$ cat src/sv/rv64se_pkg.sv
// Shared constants, codes and types of the RV64I-subset execute unit.
package rv64se_pkg;

	// Data memory size in bytes, a power of two from 16 to 65536.
	localparam int unsigned DATA_BYTES   = 65536;
	localparam int unsigned ADDR_W       = $clog2(DATA_BYTES);
	localparam int unsigned ROWS         = DATA_BYTES / 8;
	localparam int unsigned ROW_W        = ADDR_W - 3;
	localparam int unsigned NREGS        = 32;
	// Reset sweep covers every data row and every register.
	localparam int unsigned CLEAR_CYCLES = (ROWS > NREGS) ? ROWS : NREGS;
	localparam int unsigned CLR_W        = $clog2(CLEAR_CYCLES);
	localparam int unsigned OUTQ_DEPTH   = 4;
	localparam int unsigned OUTQ_PW      = $clog2(OUTQ_DEPTH);
	localparam int unsigned CNT_W        = $clog2(OUTQ_DEPTH + 1);
	localparam logic [63:0] EA_LIMIT     = 64'(DATA_BYTES - 8);

	localparam logic [6:0] OP_REG    = 7'h33;
	localparam logic [6:0] OP_IMM    = 7'h13;
	localparam logic [6:0] OP_LOAD   = 7'h03;
	localparam logic [6:0] OP_STORE  = 7'h23;
	localparam logic [6:0] OP_BRANCH = 7'h63;
	localparam logic [6:0] F7_ZERO   = 7'h00;
	localparam logic [6:0] F7_SUB    = 7'h20;
	localparam logic [2:0] F3_ADD    = 3'h0;
	localparam logic [2:0] F3_SLLI   = 3'h1;
	localparam logic [2:0] F3_DWORD  = 3'h3;
	localparam logic [2:0] F3_BEQ    = 3'h0;
	localparam logic [2:0] F3_BLT    = 3'h4;

	typedef enum logic [1:0] {
		KIND_EXEC    = 2'd0,
		KIND_PRELOAD = 2'd1,
		KIND_SETPC   = 2'd2,
		KIND_RSVD    = 2'd3
	} kind_t;

	typedef enum logic [2:0] {
		ST_EXEC  = 3'd0,
		ST_TAKEN = 3'd1,
		ST_HALT  = 3'd2,
		ST_UNSUP = 3'd3,
		ST_FAULT = 3'd4,
		ST_DONE  = 3'd5
	} status_t;

	typedef struct packed {
		logic        en;
		logic [4:0]  idx;
		logic [63:0] data;
	} rf_wr_t;

	typedef struct packed {
		logic              rd_en;
		logic              wr_en;
		logic [ADDR_W-1:0] addr;
		logic [63:0]       data;
	} dmem_req_t;

	typedef struct packed {
		status_t     status;
		logic [15:0] next_pc;
		logic        reg_written;
		logic [4:0]  dest_index;
		logic [63:0] dest_value;
	} res_t;

endpackage

$ cat src/sv/rv64se_outq.sv
// Result queue between the execute stages and the result channel.
module rv64se_outq (
	input  logic             clk,
	input  logic             arst_n,
	input  logic             push,
	input  rv64se_pkg::res_t push_data,
	input  logic             pop,
	output logic             not_empty,
	output rv64se_pkg::res_t head
);

	localparam int PW    = rv64se_pkg::OUTQ_PW;
	localparam int CNT_W = rv64se_pkg::CNT_W;

	rv64se_pkg::res_t mem [rv64se_pkg::OUTQ_DEPTH];
	logic [PW-1:0]    wr_ptr_q;
	logic [PW-1:0]    rd_ptr_q;
	logic [CNT_W-1:0] count_q;

	assign not_empty = (count_q != '0);
	assign head      = mem[rd_ptr_q];

	always_ff @(posedge clk or negedge arst_n) begin
		if (!arst_n) begin
			wr_ptr_q <= '0;
			rd_ptr_q <= '0;
			count_q  <= '0;
		end else begin
			if (push) begin
				wr_ptr_q <= wr_ptr_q + PW'(1);
			end
			if (pop) begin
				rd_ptr_q <= rd_ptr_q + PW'(1);
			end
			count_q <= count_q + CNT_W'(push) - CNT_W'(pop);
		end
	end

	always_ff @(posedge clk) begin
		if (push) begin
			mem[wr_ptr_q] <= push_data;
		end
	end

endmodule

$ cat config.mk
export PLATFORM = sky130hd
export DESIGN_NAME = rv64se_outq
export DESIGN_NICKNAME = d
export VERILOG_FILES = /design/src/sv/rv64se_pkg.sv /design/src/sv/rv64se_outq.sv
export SDC_FILE = /design/constraint.sdc
export NUM_CORES = 1
export LEC_CHECK = 0
export BUFFER_PORTS_ARGS = -buffer_cell sky130_fd_sc_hd__buf_2
export CAP_MARGIN = 20
export CELL_PAD_IN_SITES_DETAIL_PLACEMENT = 1
export CELL_PAD_IN_SITES_GLOBAL_PLACEMENT = 1
export CORE_MARGIN = 8
export CORE_UTILIZATION = 40
export CTS_CLUSTER_DIAMETER = 120
export CTS_CLUSTER_SIZE = 24
export DETAILED_ROUTE_END_ITERATION = 10
export MAX_ROUTING_LAYER = met4
export PLACE_DENSITY_LB_ADDON = 0.1
export SLEW_MARGIN = 25
export SYNTH_ARGS = -nofsm -noshare
export SYNTH_HDL_FRONTEND = slang
export SYNTH_SLANG_ARGS = --single-unit
$ cat constraint.sdc
create_clock -name clk -period 6 [get_ports clk]
set_clock_uncertainty 0.2 [all_clocks]
set_input_delay 0.3 -clock clk [delete_from_list [all_inputs] [get_ports clk]]
set_output_delay 0.3 -clock clk [all_outputs]
set_load 0.02 [all_outputs]
# --- Yosys cells after proc, flatten, opt, wreduce, memory -nomap -nowiden ---
# Memories as Yosys holds them, arrays and structs flattened.
# Cells that the tools add are included.
word_totals:
  ff_bits: 7
  ram_bits: 356
  out_inout_bits: 90
  memories: 1
mem_list:
  columns: ["memory", "depth", "word_bits", "rd", "rd_ports_with_merged_regs", "write_ports", "line_no", "source"]
  rows:
  - ["mem", 4, 89, 1, 0, 1, "rv64se_outq.sv:15", "rv64se_pkg::res_t mem [rv64se_pkg::OUTQ_DEPTH];"]
op_classes:
  n_addsub: 4
  mux: 2
  reduce_logical: 1
op_table:
  columns: ["op", "count"]
  rows:
  - ["adder 2 x 1 -> 2 bit, second input constant", 2]
  - ["adder 3 x 1 -> 3 bit", 1]
  - ["nonzero test 3 bit", 1]
  - ["subtractor 3 x 1 -> 3 bit", 1]
  - ["2-to-1 mux 1 bit", 2]

# --- Longest topological paths before layout ---
# Gate-level depths: netlist (run 1).
logic_depth:
  ltp_word: 2
  mapped_depth: 7
  mapped_depth_nobuf: 7

# --- Worst setup path after synthesis (run 1) ---
# OpenSTA, ideal clock, no wires.
synth_timing:
  path_type: "register to register"
  startpoint: "register wr_ptr_q[0]"
  endpoint: "memory mem[0][0] in the netlist's numbering (enable)"
  setup_time_ns: 0.457
  arrival_ns: 2.686
  t_required_ns: 5.343
  slack_ns: 2.657
  stages_incl_launch_ff: 4
  path_cell_list: "dfrtp_1 inv_1 ha_1 and2_1"
synth_rtl:
  columns: ["item", "line_no", "source"]
  rows:
  - ["from (decl)", "rv64se_outq.sv:16", "logic [PW-1:0] wr_ptr_q;"]
  - ["from (signal assigned)", "rv64se_outq.sv:30", "wr_ptr_q <= wr_ptr_q + PW'(1);"]
  - ["to (decl)", "rv64se_outq.sv:15", null]
# Straight into the memory's write port.

==> metrics, run 1 <==
outcome=finished clean; Yosys cell types=16; synth warn=0; DR vias/cell=4.895; syn_nets=598; grt met1 use=17.78%; Max IR drop VDD=0.2278 mV; per-cell routed wire length=22.34 um; ys async rst share=1.928%; Crit. End Element=primary output; RSZ-0062 raised after global routing=no; final hold slack=0.3298 ns; Area Overhead vs Synth=20.90%; Cell Rows=67; vias in the first global route=7,132; overall global routing resource usage=14.47%; Final Non-Filler Cells=1,237; cell with the most instances after synthesis=edfxtp_1; worst-margin pin slew=0.9023 ns; WP data required=5.50 ns; Relative slew margins=39.85%; post-CTS sizing=0; Syn Area/Cell=26.74 sq um; Final Hold Vio Count=0; Clock transition at path regs=0.10 ns; utilization after layout=48.49%; TNS Setup=0 ns; Die H=198.5 um; clock latency on the worst-skew pair=0.51 ns; Startpoint Class=flip-flop; Synth Instances=498; CTS sink cnt=363; Comb power frac=33.0%; met3 GRT Util=2.301%; number of max-cap violations=0; pwr dens=456.2 nW/um^2; First-pass DRT Iterations=6; Die W=198.5 um; Port Buffers=182; Switching Fraction=32.91%; switching power=2.417 mW; Remaining DRCs=0; Num CTS Buffers=19; first-pass GRT wire length=42.12 mm; Max Root-Sink Buffers=3; most common flop cell mapped by yosys=edfxtp_1; largest net degree at the start of global routing=61; Final Cycle Share=54.70%; post-synth top area cell=edfxtp_1; routed wire length=27.64 mm; grt ovf=0; power share of the sequential group=48.6%; top cells by area, synth=edfxtp_1 (80%), mux4_2 (15%), buf_12 (1.4%); #FFs+latches synth=363; Worst Hold Class=input port to flip-flop; Antenna Nets Post-Route=0; H-tree levels=1; Setup WS pre-CTS=3.180 ns; dpl hpwl=16.56 mm; final worst setup slack=2.718 ns; leakage power=5.435 nW; share of cells above drive strength 1=38.63%; synthesized cell area=13,320 sq um; internal power=4.927 mW; # nets final=880; CTS tree=built; Synth top area share=80.29%; Placed Instances=1,114; Pwr Total=7.344 mW; power share of the clock group=18.4%; min cycle time layout=3.282 ns; met2 Usage GRT=25.49%; Slew Limit Fails=0; Core Footprint=33,200 sq um; register area share after synthesis=81.60%; Initial DRC Count=208; CP Class=flip-flop to primary output; setup violators final=0; arrival time worst endpoint=2.78 ns; Peak Freq=304.7 MHz; Post-synth EDFFs=356; RePlAce Congestion=0.6778; total number of vias=6,055; global route hottest layer=met2; Starting Density=40.11%; Root Driver=clkbuf_16; antenna violations before repair=2; die area=39,380 sq um; Post-DP Area=14,620 sq um; I/O pin total=183; CP max FO=55; Final Instance Area=16,100 sq um; top cells by count, synth=edfxtp_1 (356), mux4_2 (89), buf_12 (9), buf_2 (9), dfrtp_1 (7)
[sequential cells by signal, summed over array words and instances (netlist names)]
signal,cells
count_q,3
mem,356
rd_ptr_q,2
wr_ptr_q,2
[worst paths after layout]
check	endpoint	cells past startpoint	slack, ns	startpoint
worst max-delay path	head[38]	3	2.72	rd_ptr_q[1]
worst min register to register	wr_ptr_q[0]	1	0.37	wr_ptr_q[0]
worst min-delay path	mem[2][80]	2	0.33	push_data[80]
worst max register to register	mem[2][19]	4	3.36	wr_ptr_q[0]
min in group asynchronous	count_q[2]	3	0.58	arst_n
max in group asynchronous	rd_ptr_q[0]	3	4.73	arst_n
[layout make-up]
cell class	count	area, sq um
Multi-Input combinational cell	109	2197
Tap cell	448	560.5
Clock inverter	2	38.79
Sequential cell	363	10870
Timing Repair Buffer	281	1899
Clock buffer	26	501.7
Fill cell	3018	17100
Inverter	6	22.52
Antenna cell	2	5.005
[cells by family (layout without fill, tap and decap cells)]
group	count (synthesis)	after routing	share of synthesized area [%]
AOI/OAI and AO/OA	1	1	0.03755
xor gates and xnor gates	5	5	0.3289
adders and majority gates	7	7	0.7141
buffers and inverters	26	315	1.973
DFF	363	363	81.60
muxes	89	89	15.05
other	0	2	0
and+or+nand+nor	7	7	0.2913
[placed cells by master (no fill, tap or decap), drive strengths merged, types with 3 or more instances in the layout]
cell type | netlist | final
and2 | 4 | 4
buf | 19 | 188
clkbuf | 1 | 26
dfrtp | 7 | 7
dlygate4sd3 | 0 | 93
edfxtp | 356 | 356
ha | 6 | 6
inv | 6 | 7
mux4 | 89 | 89
xnor2 | 3 | 3
[worst max-delay path, stage by stage, from the launching register on]
cell	delay, ns
dfrtp_4	1.04
buf_4	0.61
mux4_2	0.41
buf_2	0.18
[power groups by stage]
stage                     logic (mW)  clock network, mW  registers [mW]
final                           2.42               1.35            3.57
after CTS                       2.51               1.42            3.59
after global routing            2.60               1.48            3.63
after global placement          2.44                  0            3.61
after detailed placement        2.45                  0            3.65
after floorplan                 1.88                  0            3.47
[per-layer routing]
metal | vias up | wire, um
li1 | 2687 | -
met4 | 0 | 432
met5 | - | 0
met3 | 27 | 1016
met2 | 110 | 14540
met1 | 3231 | 11650
[repair_timing]
action / CTS / global route
endpoints found under the hold margin: 368 / 0
hold buffers: 93 / 0
setup buffers: 0 / 0
(Power assumes the default switching activity.)
==> inputs of run 2 (changes only) <==
==> constraint.sdc (replaced) <==
create_clock -name clk -period 2.79 [get_ports clk]
set_clock_uncertainty 0.2 [all_clocks]
set_input_delay 0.1395 -clock clk [delete_from_list [all_inputs] [get_ports clk]]
set_output_delay 0.1395 -clock clk [all_outputs]
set_load 0.02 [all_outputs]
==> metrics, run 2 (synthesized netlist as in run 1, its figures left out) <==
outcome=finished clean; FF-to-FF path depth=4 (unchanged); overall global routing resource usage=14.31% (-0.16 points); die area=39,380 sq um (unchanged); Crit. Startpoint=rd_ptr_q[0]; pwr dens=979.1 nW/um^2 (+110%); Slew Limit Fails=0 (unchanged); largest net degree at the start of global routing=54 (-11%); total number of vias=6,056 (+0.017%); first-pass GRT wire length=41.67 mm (-1.1%); worst hold start=push_data[28]; DR vias/cell=4.860 (-0.71%); # nets final=890 (+1.1%); Clock transition at path regs=0.09 ns (about the same); top flop regs=mem: 356 flops, count_q: 3 flops; WP data required=2.45 ns (-3.05 ns); max FFs per register=356 (unchanged); Peak Freq=390.2 MHz; Post-DP Area=14,770 sq um (+1.0%); RePlAce Congestion=0.6772 (about the same); Placed Instances=1,124 (+0.90%); Cell Rows=67 (unchanged); worst r2r dst=mem[2][78]; Final Cycle Share=91.86%; Max Root-Sink Buffers=3 (unchanged); Antenna Nets Post-Route=0 (unchanged); Crit. End Element=primary output; Area Overhead vs Synth=22.01%; reg2reg setup slack=0.86 ns (-2.50 ns); Die H=198.5 um (unchanged); CTS Hold Bufs=93 (unchanged); hold path cells=2 (unchanged); setup violators final=0 (unchanged); Final Hold Vio Count=0 (unchanged); vias in the first global route=6,991 (-2.0%); Port Buffers=182 (unchanged); post-CTS sizing=0 (unchanged); number of max-cap violations=0 (unchanged); dpl hpwl=16.90 mm (+2.0%); worst r2r src=wr_ptr_q[0]; leakage power=5.506 nW (+1.3%); CTS tree=built; Starting Density=40.11% (unchanged); min cycle time layout=2.563 ns; worst-margin pin slew=0.6206 ns (-0.2816 ns); CP Cell Sequence=buf_4 > mux4_2 > buf_2; Max IR drop VDD=0.6032 mV (+160%); FILL cells=3,046 (+0.93%); CTS sink cnt=363 (unchanged); CP max FO=27 (-51%); Final Instance Area=16,250 sq um (+0.92%); H-tree levels=1 (unchanged); Worst Hold Class=input port to flip-flop; Relative slew margins=58.62% (+19 points); TNS Setup=0 ns (unchanged); Biggest register=mem; Die W=198.5 um (unchanged); Crit-path slowest cell=mux4_2; Core Footprint=33,200 sq um (unchanged); routed wire length=27.36 mm (-1.0%); Initial DRC Count=234 (+13%); antenna violations before repair=0 (-2); I/O pin total=183 (unchanged); CP Class=flip-flop to primary output; leading cell type in the layout, fill and taps excluded=edfxtp_1; Startpoint Class=flip-flop; Min-Delay Endpoint=mem[2][28]; Root Driver=clkbuf_16; share of cells above drive strength 1=39.40% (+0.77 points); Setup Buffers After CTS=0 (unchanged); Num CTS Buffers=19 (unchanged); arrival time worst endpoint=2.22 ns (-0.56 ns); CP peak stage delay=0.58 ns (-0.46 ns); clock latency on the worst-skew pair=0.52 ns (about the same); Remaining DRCs=0 (unchanged); grt ovf=0 (unchanged); per-cell routed wire length=21.96 um (-1.7%); Final Non-Filler Cells=1,246 (+0.73%); most frequent cells in the layout=edfxtp_1 (356), buf_2 (182), dlygate4sd3_1 (93), mux4_2 (89), clkbuf_16 (19); First-pass DRT Iterations=4 (-2); RSZ-0062 raised after global routing=no
-- run 2: cell types whose count changed in the layout (fill, tap and decap cells not counted), sizes merged --
cell   previous run  this run
diode             2         1
buf             188       198
-- run 2: stage by stage --
stage / hold WS, ns / util, % / setup WS, ns / power (mW)
after floorplan: -0.3561 / - / 0.4275 / 11.45
after CTS: 0.1255 / 48.93 / 0.1284 / 16.31
after global placement: -0.2151 / 44.50 / 0.7402 / 13.15
final: 0.1598 / 48.94 / 0.2272 / 15.91
after detailed placement: -0.2019 / 44.50 / 0.7112 / 13.26
after global routing: 0.1474 / 48.93 / 0.06055 / 16.77
-- run 2: worst max-delay path by stage --
stage | endpoint | slack (ns) | depth (start not counted)
floorplan | mem[0][0] | 0.43 | 3
global placement | head[86] | 0.74 | 3
detailed placement | head[72] | 0.71 | 3
CTS | head[72] | 0.13 | 3
global route | head[61] | 0.06 | 3
finish | head[53] | 0.23 | 3
-- run 2: worst max-delay path: cells and delay by family, from the launching register on --
| family | cells | cell delay, ns |
|---|---|---|
| flops | 1 | 0.45 |
| buf+inv | 2 | 0.63 |
| mux | 1 | 0.58 |
-- run 2: final cells by class --
| type | instances | area, sq um | area share (%) |
|---|---|---|---|
| antenna | 1 | 2.502 | 0.01540 |
| sequential | 363 | 10870 | 66.93 |
| inverter | 6 | 22.52 | 0.1386 |
| tap | 448 | 560.5 | 3.450 |
| clock inverter | 2 | 38.79 | 0.2388 |
| clock buffer | 26 | 501.7 | 3.088 |
| timing repair buffer | 291 | 2049 | 12.62 |
| multi-input combinational | 109 | 2197 | 13.52 |
-- run 2: routing by layer --
layer	up-vias	track usage, %	wire (um)
li1	2704	-	-
met1	3215	17.60	11530
met2	111	24.74	14140
met3	26	2.842	1345
met4	0	2.525	350
met5	-	-	0
-- run 2: power breakdown --
part           leakage, nW  internal (mW)  switching, mW
logic                 1.90           2.30           3.26
clock network        0.258           1.29           1.62
registers             3.35           7.12          0.306
==> inputs of run 3 (changes only) <==
==> constraint.sdc (replaced) <==
create_clock -name clk -period 2.5 [get_ports clk]
set_clock_uncertainty 0.2 [all_clocks]
set_input_delay 0.125 -clock clk [delete_from_list [all_inputs] [get_ports clk]]
set_output_delay 0.125 -clock clk [all_outputs]
set_load 0.02 [all_outputs]
==> metrics, run 3 (synthesized netlist as in run 1, its figures left out) <==
Slew Limit Fails=0 (unchanged); Clock transition at path regs=0.10 ns (about the same); clock latency on the worst-skew pair=0.51 ns (about the same); Core Footprint=33,200 sq um (unchanged); Post-DP Area=14,850 sq um (+0.52%); CTS tree=built; TNS Setup=0 ns (unchanged); most frequent cells in the layout=edfxtp_1 (356), buf_2 (166), dlygate4sd3_1 (93), mux4_2 (89), clkbuf_16 (19); Top Layer Used=met4; H-tree levels=1 (unchanged); Setup WS pre-CTS=0.5113 ns (-0.1998 ns); final hold slack=0.1434 ns (-0.01640 ns); Antenna Nets Post-Route=0 (unchanged); antenna violations before repair=1 (+1); leakage power=5.582 nW (+1.4%); Biggest register=mem; worst r2r src=count_q[0]; CP Class=flip-flop to primary output; Max Root-Sink Buffers=3 (unchanged); # nets final=892 (+0.22%); WP data required=2.17 ns (-0.28 ns); grt ovf=0 (unchanged); DR vias/cell=4.840 (-0.41%); Final Instance Area=16,460 sq um (+1.3%); largest net degree at the start of global routing=43 (-20%); total number of vias=6,065 (+0.15%); max FFs per register=356 (unchanged); top flop regs=mem: 356 flops, count_q: 3 flops; outcome=finished clean; min cycle time layout=2.444 ns; Peak Freq=409.1 MHz; CP max FO=42 (+56%); Placed Instances=1,126 (+0.18%); FILL cells=3,018 (-0.92%); Startpoint Class=flip-flop; die area=39,380 sq um (unchanged); Area Overhead vs Synth=23.61%; First-pass DRT Iterations=4 (unchanged); met1 WL=11.66 mm (+1.1%); Final Non-Filler Cells=1,253 (+0.56%); worst r2r dst=count_q[2]; Port Buffers=182 (unchanged); Relative slew margins=71.31% (+13 points); Routed met2 length=14.76 mm (+4.4%); Setup Buffers After CTS=0 (unchanged); per-cell routed wire length=22.35 um (+1.8%); Root Driver=clkbuf_16; FF-to-FF path depth=7 (+3); Remaining DRCs=0 (unchanged); routed wire length=28.00 mm (+2.3%); CP Capture Point=head[37]; Worst Hold Class=input port to flip-flop; Starting Density=40.11% (unchanged); final worst setup slack=0.05566 ns (-0.1715 ns); pwr dens=1106 nW/um^2 (+13%); Die W=198.5 um (unchanged); routed wire length on met3=1.151 mm (-14%); setup violators final=0 (unchanged); worst-margin pin slew=0.4304 ns (-0.1903 ns); Crit. Startpoint=rd_ptr_q[0]; RePlAce Congestion=0.7253 (+7.1%); arrival time worst endpoint=2.12 ns (-0.10 ns); Crit. End Element=primary output; Max IR drop VDD=0.5880 mV (-2.5%); CTS sink cnt=363 (unchanged); reg2reg setup slack=0.53 ns (-0.33 ns); Cell Rows=67 (unchanged); Initial DRC Count=171 (-27%); RSZ-0062 raised after global routing=yes; leading cell type in the layout, fill and taps excluded=edfxtp_1; first-pass GRT wire length=42.53 mm (+2.1%); vias in the first global route=7,077 (+1.2%); overall global routing resource usage=14.68% (+0.37 points); number of max-cap violations=0 (unchanged); dpl hpwl=17.48 mm (+3.5%); Num CTS Buffers=19 (unchanged); I/O pin total=183 (unchanged); Final Cycle Share=97.77%; Die H=198.5 um (unchanged); share of cells above drive strength 1=39.30% (-0.094 points); Final Hold Vio Count=0 (unchanged)
[run 3: cell count changes in the layout (fill, tap and decap cells not counted), sizes merged]
cell,change
buf,+1
clkbuf,+6
[run 3: worst min path at each step]
stage	depth (start not counted)	endpoint	slack (ns)	startpoint
global route	2	mem[3][17]	0.13	push_data[17]
global placement	1	rd_ptr_q[1]	-0.23	arst_n
floorplan	0	count_q[0]	-0.37	arst_n
CTS	2	mem[0][84]	0.11	push_data[84]
finish	2	mem[1][77]	0.14	push_data[77]
detailed placement	1	rd_ptr_q[1]	-0.22	arst_n
[run 3: power by group]
group	switching, mW	internal, mW	total (mW)
registers	0.349	7.94	8.29
clock network	1.83	1.47	3.30
logic	3.74	2.88	6.62
[run 3: area by class of cell]
type                    instances  area [sq um]  area share [%]
diodes                          1         2.502         0.01520
clock buffers                  31         520.5           3.162
clock inverters                 2         38.79          0.2357
inverters                       6         22.52          0.1368
multi-input cells             109          2197           13.35
flip-flops and latches        363         10870           66.06
well taps                     448         560.5           3.406
repair buffers                293          2245           13.64
[run 3: worst max-delay path, cell delays in order, from the launching register on]
cell and delay [ns]:
dfrtp_4 0.48, buf_16 0.30, mux4_2 0.58, buf_2 0.18
[run 3: routing by layer]
layer  track usage, %  up-vias
met2            25.92      118
met1            17.92     3210
li1                 -     2712
met4            2.580        0
met3            2.402       25
met5                -        -
[run 3: what timing repair did]
item,CTS,global route
resized for setup,7,29
hold endpoints to repair,371,0
hold buffers,93,0
setup endpoints to repair,30,31
[run 3: through the flow]
stage / power, mW / utilization (%)
finish: 18.21 / 49.58
global route: 19.14 / 49.58
CTS: 18.47 / 49.30
detailed placement: 14.94 / 44.73
global placement: 14.81 / 44.73
floorplan: 12.77 / -
